$ cat src/hw/rtl/assert_macros.svh
// Assertion helpers, clocked on i_clk and disabled while i_rst_n is low.
`ifndef ASSERT_MACROS_SVH
`define ASSERT_MACROS_SVH

// Check an expression at every rising edge.
`define ASSERT_ALWAYS(lbl, expr, msg) \
    lbl: assert property (@(posedge i_clk) disable iff (!i_rst_n) (expr)) else $error(msg);

// Check that a condition implies a consequence in the next cycle.
`define ASSERT_NEXT(lbl, pre, post, msg) \
    lbl: assert property (@(posedge i_clk) disable iff (!i_rst_n) (pre) |=> (post)) \
        else $error(msg);

`endif

$ cat src/hw/rtl/bsa_pkg.sv
package bsa_pkg;

    localparam int SLOT_W   = 10;
    localparam int COUNT_W  = 11;
    localparam int STATUS_W = 2;

    typedef enum logic [STATUS_W-1:0] {
        ST_OK       = 2'd0,
        ST_FULL     = 2'd1,
        ST_BAD_FREE = 2'd2
    } t_status;

    typedef enum logic {
        MODE_ALLOC = 1'b0,
        MODE_FREE  = 1'b1
    } t_mode;

endpackage

$ cat src/hw/rtl/bsa_ram.sv
module bsa_ram #(
    parameter int WIDTH = 64,
    parameter int DEPTH = 16,
    parameter int AW    = (DEPTH > 1) ? $clog2(DEPTH) : 1
) (
    input  logic             i_clk,
    input  logic             i_we,
    input  logic [AW-1:0]    i_waddr,
    input  logic [WIDTH-1:0] i_wdata,
    input  logic [AW-1:0]    i_raddr,
    output logic [WIDTH-1:0] o_rdata
);

    logic [WIDTH-1:0] r_mem [DEPTH];
    logic [WIDTH-1:0] r_rdata;

    always_ff @(posedge i_clk) begin
        if (i_we) begin
            r_mem[i_waddr] <= i_wdata;
        end
        r_rdata <= r_mem[i_raddr];
    end

    assign o_rdata = r_rdata;

endmodule

$ cat src/hw/rtl/bsa_find.sv
module bsa_find #(
    parameter int WIDTH = 64,
    parameter int IW    = $clog2(WIDTH)
) (
    input  logic [WIDTH-1:0] i_word,
    output logic             o_any,
    output logic [WIDTH-1:0] o_onehot,
    output logic [IW-1:0]    o_index
);

    logic [WIDTH-1:0] w_free;

    // Isolate the lowest free bit, then encode its position.
    assign w_free   = ~i_word;
    assign o_any    = |w_free;
    assign o_onehot = w_free & (~w_free + {{(WIDTH-1){1'b0}}, 1'b1});

    always_comb begin
        o_index = '0;
        for (int i = 0; i < WIDTH; i++) begin
            if (o_onehot[i]) begin
                o_index = o_index | IW'(i);
            end
        end
    end

endmodule

$ cat src/hw/rtl/bitmap_slot_allocator_unit.sv
// Bitmap slot allocator: WORDS x WORD_BITS fixed slots, one use bit per slot,
// held in a single-port-write, registered-read RAM. An allocate looks at the
// hint word first and takes its lowest free bit; on a miss it walks the words
// from the highest index down, one word per cycle through the shared
// lowest-free-bit finder, takes the first free bit found and moves the hint to
// that word, or reports full. A free clears the bit of the given slot; an
// index past the pool or a slot not in use is reported as a bad free and
// changes nothing. Every transfer in yields exactly one transfer out, which
// carries the live slot count after that item. The block handles one item at
// a time: an allocate that hits the hint word passes the hint check, then the
// result state; one that misses adds the word scan; a free passes a divide, a
// read and a check state before the result state (a reciprocal multiply
// splits the slot index into word and bit). The next item can be taken in the
// cycle after the result is loaded. The registered RAM read sets each step.
// A finished result waits in the output register, so the next item is taken
// while it is still stalled. After reset a clearing pass zeroes the bitmap,
// one word per cycle, and no item is accepted until it ends.
module bitmap_slot_allocator_unit #(
    parameter int WORDS     = 16,
    parameter int WORD_BITS = 64
) (
    input  logic                          i_clk,
    input  logic                          i_rst_n,
    input  logic                          i_valid,
    output logic                          o_stall,
    input  logic                          i_mode,
    input  logic [bsa_pkg::SLOT_W-1:0]    i_slot_to_free,
    output logic                          o_valid,
    input  logic                          i_stall,
    output bsa_pkg::t_status              o_status,
    output logic [bsa_pkg::SLOT_W-1:0]    o_slot_given,
    output logic [bsa_pkg::COUNT_W-1:0]   o_live_count
);

    import bsa_pkg::*;

    `include "assert_macros.svh"

    localparam int AW      = (WORDS > 1) ? $clog2(WORDS) : 1;
    localparam int BW      = $clog2(WORD_BITS);
    localparam int TOTAL   = WORDS * WORD_BITS;
    localparam int CW      = $clog2(TOTAL + 1);
    localparam int GW      = AW + BW;
    // idx / WORD_BITS == (idx * DIV_MUL) >> DIV_SH, exact for 10-bit idx
    localparam int DIV_SH  = 20;
    localparam int DIV_MUL = (1 << DIV_SH) / WORD_BITS + 1;
    localparam int PW      = DIV_SH + SLOT_W;

    typedef enum logic [2:0] {
        S_CLEAR,
        S_IDLE,
        S_A_HINT,
        S_A_SCAN,
        S_F_DIV,
        S_F_RD,
        S_F_CHK,
        S_RESULT
    } t_state;

    t_state                r_state,      n_state;
    logic [AW-1:0]         r_clr,        n_clr;
    logic [AW-1:0]         r_hint,       n_hint;
    logic [AW-1:0]         r_scan,       n_scan;
    logic [CW-1:0]         r_count,      n_count;
    logic [SLOT_W-1:0]     r_idx,        n_idx;
    logic [SLOT_W-1:0]     r_word,       n_word;
    logic [BW-1:0]         r_bit,        n_bit;
    logic                  r_oor,        n_oor;
    t_status               r_res_status, n_res_status;
    logic [SLOT_W-1:0]     r_res_given,  n_res_given;
    logic [COUNT_W-1:0]    r_res_live,   n_res_live;
    logic                  r_out_valid,  n_out_valid;
    t_status               r_out_status, n_out_status;
    logic [SLOT_W-1:0]     r_out_given,  n_out_given;
    logic [COUNT_W-1:0]    r_out_live,   n_out_live;

    logic                  ram_we;
    logic [AW-1:0]         ram_waddr;
    logic [WORD_BITS-1:0]  ram_wdata;
    logic [AW-1:0]         ram_raddr;
    logic [WORD_BITS-1:0]  ram_rdata;

    logic                  find_any;
    logic [WORD_BITS-1:0]  find_onehot;
    logic [BW-1:0]         find_index;

    logic [AW-1:0]         w_sel;
    logic [GW-1:0]         w_slot_full;
    logic [SLOT_W-1:0]     w_slot;
    logic [PW-1:0]         w_prod;
    logic [SLOT_W-1:0]     w_rem;
    logic                  w_accept;
    logic                  w_out_free;
    logic                  w_hint_hit;
    logic                  w_full_out;

    bsa_ram #(
        .WIDTH (WORD_BITS),
        .DEPTH (WORDS),
        .AW    (AW)
    ) u_map (
        .i_clk   (i_clk),
        .i_we    (ram_we),
        .i_waddr (ram_waddr),
        .i_wdata (ram_wdata),
        .i_raddr (ram_raddr),
        .o_rdata (ram_rdata)
    );

    // One finder serves the hint check and every scan step.
    bsa_find #(
        .WIDTH (WORD_BITS),
        .IW    (BW)
    ) u_find (
        .i_word   (ram_rdata),
        .o_any    (find_any),
        .o_onehot (find_onehot),
        .o_index  (find_index)
    );

    assign o_stall  = (r_state != S_IDLE);
    assign w_accept = i_valid && !o_stall;
    assign w_out_free = !r_out_valid || !i_stall;

    // Slot number of the bit the finder picked in the word under test.
    assign w_sel       = (r_state == S_A_HINT) ? r_hint : r_scan;
    assign w_slot_full = GW'(GW'(w_sel) * GW'(WORD_BITS)) + GW'(find_index);
    assign w_slot      = SLOT_W'(w_slot_full);

    // Word and bit of the slot being freed.
    assign w_prod = PW'(r_idx) * PW'(DIV_MUL);
    assign w_rem  = r_idx - SLOT_W'(r_word * SLOT_W'(WORD_BITS));

    always_comb begin
        n_state      = r_state;
        n_clr        = r_clr;
        n_hint       = r_hint;
        n_scan       = r_scan;
        n_count      = r_count;
        n_idx        = r_idx;
        n_word       = r_word;
        n_bit        = r_bit;
        n_oor        = r_oor;
        n_res_status = r_res_status;
        n_res_given  = r_res_given;
        n_res_live   = r_res_live;
        n_out_valid  = r_out_valid;
        n_out_status = r_out_status;
        n_out_given  = r_out_given;
        n_out_live   = r_out_live;

        ram_we    = 1'b0;
        ram_waddr = r_hint;
        ram_wdata = '0;
        ram_raddr = r_hint;

        // Drop the output once it is taken.
        if (r_out_valid && !i_stall) begin
            n_out_valid = 1'b0;
        end

        case (r_state)
            S_CLEAR: begin
                ram_we    = 1'b1;
                ram_waddr = r_clr;
                ram_wdata = '0;
                n_clr     = r_clr + 1'b1;
                if (r_clr == AW'(WORDS - 1)) begin
                    n_state = S_IDLE;
                end
            end

            S_IDLE: begin
                // Hint word is read on every idle cycle; it is ready next cycle.
                if (w_accept) begin
                    n_idx   = i_slot_to_free;
                    n_state = (i_mode == MODE_FREE) ? S_F_DIV : S_A_HINT;
                end
            end

            S_A_HINT: begin
                if (find_any) begin
                    ram_we       = 1'b1;
                    ram_waddr    = r_hint;
                    ram_wdata    = ram_rdata | find_onehot;
                    n_count      = r_count + 1'b1;
                    n_res_status = ST_OK;
                    n_res_given  = w_slot;
                    n_res_live   = COUNT_W'(r_count + 1'b1);
                    n_state      = S_RESULT;
                end else begin
                    n_scan    = AW'(WORDS - 1);
                    ram_raddr = AW'(WORDS - 1);
                    n_state   = S_A_SCAN;
                end
            end

            S_A_SCAN: begin
                if (find_any) begin
                    ram_we       = 1'b1;
                    ram_waddr    = r_scan;
                    ram_wdata    = ram_rdata | find_onehot;
                    n_hint       = r_scan;
                    n_count      = r_count + 1'b1;
                    n_res_status = ST_OK;
                    n_res_given  = w_slot;
                    n_res_live   = COUNT_W'(r_count + 1'b1);
                    n_state      = S_RESULT;
                end else if (r_scan == '0) begin
                    n_res_status = ST_FULL;
                    n_res_given  = '0;
                    n_res_live   = COUNT_W'(r_count);
                    n_state      = S_RESULT;
                end else begin
                    // Advance to the next lower word.
                    n_scan    = r_scan - 1'b1;
                    ram_raddr = r_scan - 1'b1;
                end
            end

            S_F_DIV: begin
                n_word  = w_prod[DIV_SH +: SLOT_W];
                n_state = S_F_RD;
            end

            S_F_RD: begin
                ram_raddr = AW'(r_word);
                n_bit     = BW'(w_rem);
                n_oor     = (32'(r_idx) >= 32'(TOTAL));
                n_state   = S_F_CHK;
            end

            S_F_CHK: begin
                n_res_given = '0;
                if (r_oor || !ram_rdata[r_bit]) begin
                    n_res_status = ST_BAD_FREE;
                    n_res_live   = COUNT_W'(r_count);
                end else begin
                    ram_we       = 1'b1;
                    ram_waddr    = AW'(r_word);
                    ram_wdata    = ram_rdata & ~(WORD_BITS'(1) << r_bit);
                    n_count      = r_count - 1'b1;
                    n_res_status = ST_OK;
                    n_res_live   = COUNT_W'(r_count - 1'b1);
                end
                n_state = S_RESULT;
            end

            S_RESULT: begin
                // Hold until the output register can take the result.
                if (w_out_free) begin
                    n_out_valid  = 1'b1;
                    n_out_status = r_res_status;
                    n_out_given  = r_res_given;
                    n_out_live   = r_res_live;
                    n_state      = S_IDLE;
                end
            end

            default: begin
                n_state = S_IDLE;
            end
        endcase
    end

    always_ff @(posedge i_clk) begin
        if (!i_rst_n) begin
            r_state     <= S_CLEAR;
            r_clr       <= '0;
            r_hint      <= '0;
            r_scan      <= '0;
            r_count     <= '0;
            r_out_valid <= 1'b0;
        end else begin
            r_state     <= n_state;
            r_clr       <= n_clr;
            r_hint      <= n_hint;
            r_scan      <= n_scan;
            r_count     <= n_count;
            r_out_valid <= n_out_valid;
        end
        r_idx        <= n_idx;
        r_word       <= n_word;
        r_bit        <= n_bit;
        r_oor        <= n_oor;
        r_res_status <= n_res_status;
        r_res_given  <= n_res_given;
        r_res_live   <= n_res_live;
        r_out_status <= n_out_status;
        r_out_given  <= n_out_given;
        r_out_live   <= n_out_live;
    end

    assign o_valid      = r_out_valid;
    assign o_status     = r_out_status;
    assign o_slot_given = r_out_given;
    assign o_live_count = r_out_live;

    assign w_hint_hit = (r_state == S_A_HINT) && find_any;
    assign w_full_out = o_valid && (o_status == ST_FULL);

    // A hint hit takes exactly one slot.
    `ASSERT_NEXT(a_hint_hit_count, w_hint_hit, r_count == CW'($past(r_count) + 1'b1), "hint hit count")

    // Full is reported only when every slot is live.
    `ASSERT_ALWAYS(a_full_only_when_full, !w_full_out || (o_live_count == COUNT_W'(TOTAL)), "full early")

    // No item is taken while the bitmap is being cleared.
    `ASSERT_ALWAYS(a_no_accept_in_clear, (r_state != S_CLEAR) || o_stall, "accept during clear")

    // A free never writes while the slot is out of range.
    `ASSERT_ALWAYS(a_no_write_oor, !((r_state == S_F_CHK) && r_oor && ram_we), "out-of-range write")

endmodule
$ cat config.mk
export PLATFORM = sky130hd
export DESIGN_NAME = bitmap_slot_allocator_unit
export DESIGN_NICKNAME = d
export VERILOG_FILES = /design/src/hw/rtl/bsa_pkg.sv /design/src/hw/rtl/bsa_ram.sv /design/src/hw/rtl/bsa_find.sv /design/src/hw/rtl/bitmap_slot_allocator_unit.sv
export VERILOG_INCLUDE_DIRS = /design/src /design/src/hw/rtl
export SDC_FILE = /design/constraint.sdc
export NUM_CORES = 2
export LEC_CHECK = 0
export ABC_AREA = 1
export BUFFER_PORTS_ARGS = -buffer_cell sky130_fd_sc_hd__buf_2
export CAP_MARGIN = 25
export CORE_ASPECT_RATIO = 1.75
export CORE_MARGIN = 4
export CORE_UTILIZATION = 57
export DETAILED_ROUTE_END_ITERATION = 10
export PLACE_DENSITY_LB_ADDON = 0.2
export SYNTH_ARGS = -nofsm -noshare
export SYNTH_HDL_FRONTEND = slang
export SYNTH_SLANG_ARGS = --single-unit
$ cat constraint.sdc
create_clock -name i_clk -period 4.85 [get_ports i_clk]
set_input_delay 0.2425 -clock i_clk [delete_from_list [all_inputs] [get_ports i_clk]]
set_output_delay 0.2425 -clock i_clk [all_outputs]
set_load 0.05 [all_outputs]
# --- Word-level counts from Yosys, hierarchy flattened ---
# Memories as Yosys holds them, arrays and structs flattened. A register that Yosys moved wholly into a read port is not among the register bits.
# Index checks and enable logic that the tools add are counted.
totals:
  mem_count: 1
  mem_bits_rw: 1024
  output_inout_bits: 25
  mem_bits_ro: 0
  register_bits: 93
  latchBits: 0
classes:
  div: 0
  bitwise: 6
  n_reduce_logical: 16
  mux: 161
  mul: 1
  n_addsub: 7
  eq_ne: 17
  n_lt_le_gt_ge: 1
  shift: 1
mem_list:
  columns: ["name", "depth", "width", "read_ports", "rd_clocked_by_memory_dff", "wr", "line", "rtl"]
  rows:
  - ["u_map.r_mem", 16, 64, 1, 1, 1, "bsa_ram.sv:14", "logic [WIDTH-1:0] r_mem [DEPTH];"]
op_table:
  columns: ["operator", "count"]
  rows:
  - ["2-to-1 mux 64 bit", 5]
  - ["2-to-1 mux 6 bit", 32]
  - ["inverter 64 bit", 3]
  - ["one-hot mux 64 bit (3 select lines)", 1]
  - ["2-to-1 mux 11 bit", 14]
  - ["bitwise AND 64 bit", 2]
  - ["2-to-1 mux 4 bit", 28]
  - ["2-to-1 mux 10 bit", 11]
  - ["2-to-1 mux 5 bit", 16]
  - ["one-hot mux 11 bit (3 select lines)", 2]
  - ["adder 64 x 1 -> 64 bit (second input constant)", 1]
  - ["bitwise OR 64 bit", 1]
  - ["OR reduction 64 bit", 1]
  - ["<< shifter 1 x 6 -> 64 bit (first input constant)", 1]
  - ["2-to-1 mux 3 bit", 18]
  - ["one-hot mux 10 bit (3 select lines)", 1]
  - ["2-to-1 mux 2 bit", 13]
  - ["multiplier 10 x 15 -> 24 bit (second input constant)", 1]
  - ["one-hot mux 3 bit (8 select lines)", 1]
  - ["one-hot mux 4 bit (4 select lines)", 1]
  - ["inequality test 2 bit (second input constant)", 7]
  - ["2-to-1 mux 1 bit", 13]
  - ["equality test 3 bit (second input constant)", 4]
  - ["one-hot mux 4 bit (3 select lines)", 1]
  - ["other kinds (26)", 32]

# --- Depth between registers and ports, before layout ---
depth:
  depth_word: 71
  ltp_mapped: 20
  ltp_nobuf: 18

# --- Cells and area by module ---
# A second synthesis with hierarchy kept.
hier_totals:
  hier_cells: 5739
  hier_area_um2: 54841.3
by_module_without_submodules:
  columns: ["module", "n_inst", "area_per_inst_um2", "cells_each"]
  rows:
  - ["bsa_ram", 1, 45285.9, 4210]
  - ["bitmap_slot_allocator_unit", 1, 6911.6, 917]
  - ["bsa_find", 1, 2643.8, 612]

# --- Worst setup path before layout ---
# Ideal clock, no wire load.
synth_timing:
  path_type: "register to register"
  start: "register r_bit[0]"
  end: "memory u_map.r_mem[10][0], enable pin"
  required_ps: 4364
  slack_ps: -425
  stages_incl_launch_ff: 16
  arrival_ps: 4789
  period_less_slack_ps: 5275
  cell_sequence: "edfxtp_1 buf_2 nor2_1 buf_2 a22oi_1 nand3_1 nand3_1 nand3_1 nand3_1 nand2_1 nand2_1 nand2_1 nand2_1 a21oi_1 nand2_1 nor2_1"
synth_between:
  elab_chain_len: 7
synth_rtl:
  columns: ["element", "line", "rtl"]
  rows:
  - ["start, declared", "bitmap_slot_allocator_unit.sv:67", "logic [BW-1:0] r_bit, n_bit;"]
  - ["start signal, assigned", "bitmap_slot_allocator_unit.sv:284", "r_bit <= n_bit;"]
  - ["binary-select mux 1 bit (select 6 bit) *", "bitmap_slot_allocator_unit.sv:235", "if (r_oor || !ram_rdata[r_bit]) begin"]
  - ["2-to-1 mux 1 bit (not written as such) *", "bitmap_slot_allocator_unit.sv:235", null]
  - ["2-to-1 mux 1 bit", "bitmap_slot_allocator_unit.sv:235", null]
  - ["2-to-1 mux 1 bit", "bitmap_slot_allocator_unit.sv:162", "case (r_state)"]
  - ["one-hot mux 1 bit (4 select lines)", "bitmap_slot_allocator_unit.sv:162", null]
  - ["2-to-1 mux 1 bit", "bsa_ram.sv:18", "if (i_we) begin"]
  - ["2-to-1 mux 1 bit (not written as such)", "bsa_ram.sv:19", "r_mem[i_waddr] <= i_wdata;"]
  - ["end, declared", "bsa_ram.sv:14", null]
# Mark *: on every way between the ends. The rest lies on a longest branch, timed or not. The select of a mux whose other input is x is not followed.

# --- Worst setup path in the final report ---
layout_timing:
  start: "register u_map.r_rdata[51] (netlist: u_map.o_rdata[51]), read port of u_map.r_mem"
  end: "register u_map.r_rdata[35] (netlist: u_map.o_rdata[35]), read port of u_map.r_mem"
layout_between:
  elab_chain_len: 5
layout_rtl:
  columns: ["element", "line", "rtl"]
  rows:
  - ["start, declared", "bsa_ram.sv:15", "logic [WIDTH-1:0] r_rdata;"]
  - ["inverter 64 bit *", "bsa_find.sv:14", "assign w_free = ~i_word;"]
  - ["OR reduction 64 bit *", "bsa_find.sv:15", "assign o_any = |w_free;"]
  - ["2-to-1 mux 4 bit, on equally long branches", "bitmap_slot_allocator_unit.sv:199, bitmap_slot_allocator_unit.sv:182", null]
  - ["2-to-1 mux 4 bit", "bitmap_slot_allocator_unit.sv:162", null]
  - ["one-hot mux 4 bit (3 select lines) *", "bitmap_slot_allocator_unit.sv:162", null]
# Marked as above.
# A chain may end at the register's enable or synchronous reset.

==> metrics.log <==
[metrics] status: finished clean
[metrics] final routed wirelength across all metal layers: roughly 180000 um
[metrics] H-tree lvl count: 3
[metrics] initial standard-cell utilization of the core: 0.5753
[metrics] area overhead of the layout relative to synthesis: 11.56%
[metrics] Total Power: 0.02129 W
[metrics] proportion of synthesized chip area in sequential cells: 0.6354
[metrics] Routed WL per cell: 26.84 um
[metrics] RD Place Congestion: 1.048
[metrics] wire length of the first global-routing pass: roughly 260000 um
[metrics] clock period minus final worst setup slack: 4.591 ns
[metrics] endpoint kind of the worst setup timing path: register
[metrics] worst stage delay on the critical path: 0.64 ns
[metrics] via density per instance: 6.088
[metrics] post-synthesis instance total: 5362
[metrics] most area-consuming cells after synthesis: edfxtp_1 60%, nand3_1 9.4%, nand2_1 8.8%
[metrics] number of sinks on the clock net: between 1000 and 1500
[metrics] maximum count of clock buffers along a single path: 3
[metrics] Fin. Hold Viols: 0
[metrics] worst min path class: in -> reg
[metrics] total congestion overflow: 0
[metrics] element type at the critical path start: register
[metrics] via count of the first global-routing pass: 39344
[metrics] library cells used by synthesis: 48
[metrics] mux share of post-synthesis cell area: 0
[metrics] input/output buffers: 39
[metrics] most numerous cell on the critical path: nand2_1
[metrics] global routing usage on met2: 0.5913
[metrics] filler cell count in the final layout: 7410
[metrics] cell taking the most area after synthesis: edfxtp_1
[metrics] asr flop ratio synth: 0
[metrics] number of buffers inserted by post-CTS setup repair: 0
[metrics] register clock-pin slew on the reported worst setup and hold paths: roughly 0.07 ns
[metrics] worst-case vdd ir drop: 0.3652 mV
[metrics] final std cell area, no fill: 60670 sq um
[metrics] Total Neg Setup Slack: 0 ns
[metrics] Placement Cell Area: 56780 sq um
[metrics] total of endpoints with negative setup slack in the final report: 0
[metrics] fraction of final layout cells with drive strength greater than 1: 0.09203
[metrics] detailed-placement wirelength estimate: 113700 um
[metrics] transition time at the pin with the least slew margin: roughly 1.1 ns
[metrics] synthesized netlist net count: 5381
[metrics] Cell Count, Final, Fillers Out: 6709
[metrics] dominant combinational cell family by area after synthesis: simple AND/OR/NAND/NOR gates
[metrics] pin count of the biggest net entering global routing: ~140
[metrics] crit path kind: reg -> reg
[metrics] TritonCTS clock tree: yes
[metrics] most used routing layer: met2
[metrics] areal power density over the cells: 350.9 nW/um^2
[metrics] count of flip-flops with a built-in enable after synthesis: 1090
[metrics] met3 Usage GRT: 0.04762
[metrics] antenna violations before repair: 6
[metrics] GRT Util Overall: 0.3536
[metrics] Worst Hold Slack: 0.06284 ns
[metrics] boundary pin count: 40
[metrics] Yosys Warn Count: 0
[metrics] Worst-Skew Late Latency: 0.76 ns
[metrics] total leakage power: around 23 nW
[metrics] Root Buffer: clkbuf_16
[metrics] post-synthesis sequential element count: around 1200
[metrics] top fanout value on the critical path: 119
[metrics] 1st-iter DRT viols: 4416
[metrics] most frequent standard cell in the layout excluding fill and tap cells: nand2_1
[metrics] fraction of the mapped netlist area in simple logic gates: 0.2630
[metrics] setup repair after global routing missed its margin: no
[metrics] post_cts resized: 0
[metrics] arrival time at the worst endpoint: 5.12 ns
[metrics] overall die height: 416.6 um
[metrics] number of cells after detailed placement: 6497
[metrics] share of the clock period used by the worst path: 0.9465
[metrics] die width: around 240 um
[metrics] total CTS buffers: about 100
[metrics] die area: 100600 sq um
[metrics] first-pass iteration count of the detailed router: 6
[metrics] count of maximum capacitance violations: 0
[metrics] Worst slew margin: 0.2883
[metrics] synthesized-area fraction occupied by ao, oa, aoi and oai cells: 0.02915
[metrics] worst path required time: 5.37 ns
[metrics] Layout Skew: 0.05348 ns
[metrics] Site Rows: 149
[metrics] top flip-flop cell by instance count after synthesis: edfxtp_1
[metrics] post-synthesis share of cell area spent on full adders, half adders and majority gates: 0.0009203
[metrics] fraction of synthesized cell area in xor and xnor cells: 0.001611
[metrics] post-synthesis cell area: 54380 sq um
[metrics] cell with the biggest individual delay on the critical path: dfxtp_1
[metrics] syn avg cell area: 10.14 sq um
[metrics] via total after detailed routing: 40842
[metrics] final routed DRC violation total: 0
[metrics] met1 Use GR: 0.4153
[metrics] remaining antenna violation count: 0
[metrics] post-synth top area share: 0.6019
[metrics] net count of the finished layout: 5428
[metrics] standard cell core area: 94520 sq um
[metrics] highest attainable clock frequency: 0.2178 GHz
[metrics] chain of cells forming the critical path: nand2_1, inv_2, nand3_1, nor3_2, nand2_1, nor2_1, nand2_2, buf_4, nor2_2, nor2_1, nand2_8, nand2_8, buf_12, buf_12, nand2_1, nand2_1, nand2_1, nand3_1, nand3_1, nand2_1
[metrics] commonest cells after routing, fill and taps aside: 1281 x nand2_1, 1090 x edfxtp_1, 1020 x nand3_1, 532 x inv_1, 326 x nand3b_1
[metrics] Max Slew Vio Count: 0
==> timing repair <==
action | CTS | global route
hold endpoints to repair | 29 | 0
endpoints found under the setup margin | 0 | 0
hold buffers | 13 | 0
==> metal layers <==
layer / vias to the layer above / part of all wire
li1: 18514 / -
met1: 19571 / 0.35
met2: 2178 / 0.49
met3: 577 / 0.070
met4: 2 / 0.087
met5: - / 0.000044
==> registers in the layout, summed over array words and instances (netlist names) <==
register       count
r_word             4
u_map.o_rdata     64
o_valid            1
r_state            3
r_bit              6
u_map.r_mem     1024
o_slot_given      10
r_hint             4
r_res_given       10
r_res_status       2
o_live_count      11
r_res_live        11
r_idx             10
r_scan             4
r_clr              4
r_count           11
o_status           2
==> critical path: cells and delay by family, from the launching register on <==
kind | cells | cell delay [ns]
flip-flops | 1 | 0.64
buffers and inverters | 4 | 0.83
AND/OR/NAND/NOR | 16 | 2.62
==> logic make-up after synthesis <==
group	count (synthesis)
simple gates	3026
fa+ha+maj	4
xor+xnor	10
flops	1181
compound gates	279
buf+inv	862
==> path summary, 6_finish.rpt <==
| kind | startpoint | end | slack [ns] | cells past startpoint |
|---|---|---|---|---|
| worst max-delay path | u_map.o_rdata[51] | u_map.o_rdata[35] | 0.26 | 20 |
| worst min-delay path | i_valid | r_idx[9] | 0.06 | 4 |
| worst max register to register | u_map.o_rdata[51] | u_map.o_rdata[35] | 0.26 | 20 |
| worst min register to register | r_res_live[3] | o_live_count[3] | 0.40 | 0 |
==> where the power goes <==
group,leakage [nW],switching (W),internal (W)
sequential,9.73,0.000161,0.0113
clock,1.80,0.00390,0.00511
combinational,11.5,0.000628,0.000244
total,23.0,0.00469,0.0166
==> layout make-up <==
type	instances	area, sq um	area share
Timing Repair Buffer	255	2519	0.04152
Tap cell	1208	1511	0.02491
Inverter	548	2064	0.03403
Clock buffer	136	2844	0.04688
Clock inverter	59	900.9	0.01485
Sequential cell	1181	34550	0.5696
Multi-Input combinational cell	3319	16270	0.2681
Antenna cell	3	7.507	0.0001237
==> per-stage QoR <==
step,worst slack (ns),utilization
2_1_floorplan,-0.4254,-
3_3_place_gp,0.5032,0.6001
3_5_place_dp,0.4818,0.6007
4_1_cts,0.4316,0.6417
5_1_grt,0.2391,0.6418
6_report,0.2595,0.6418
==> Yosys cell counts (6+ instances only) <==
library cell,n
a211oi_1,7
a21oi_1,56
a311oi_1,8
a31oi_1,12
buf_1,7
buf_2,153
buf_4,10
buf_6,45
clkbuf_1,99
dfxtp_1,91
edfxtp_1,1090
inv_1,533
inv_2,10
nand2_1,1281
nand2_2,7
nand3_1,1021
nand3b_1,326
nand4_1,60
nor2_1,235
nor2_2,20
nor2_4,6
nor3_1,46
nor4_1,10
o211ai_1,16
o21ai_0,148
o22ai_1,6
xor2_1,9
Power figures use the tool's default switching activity.
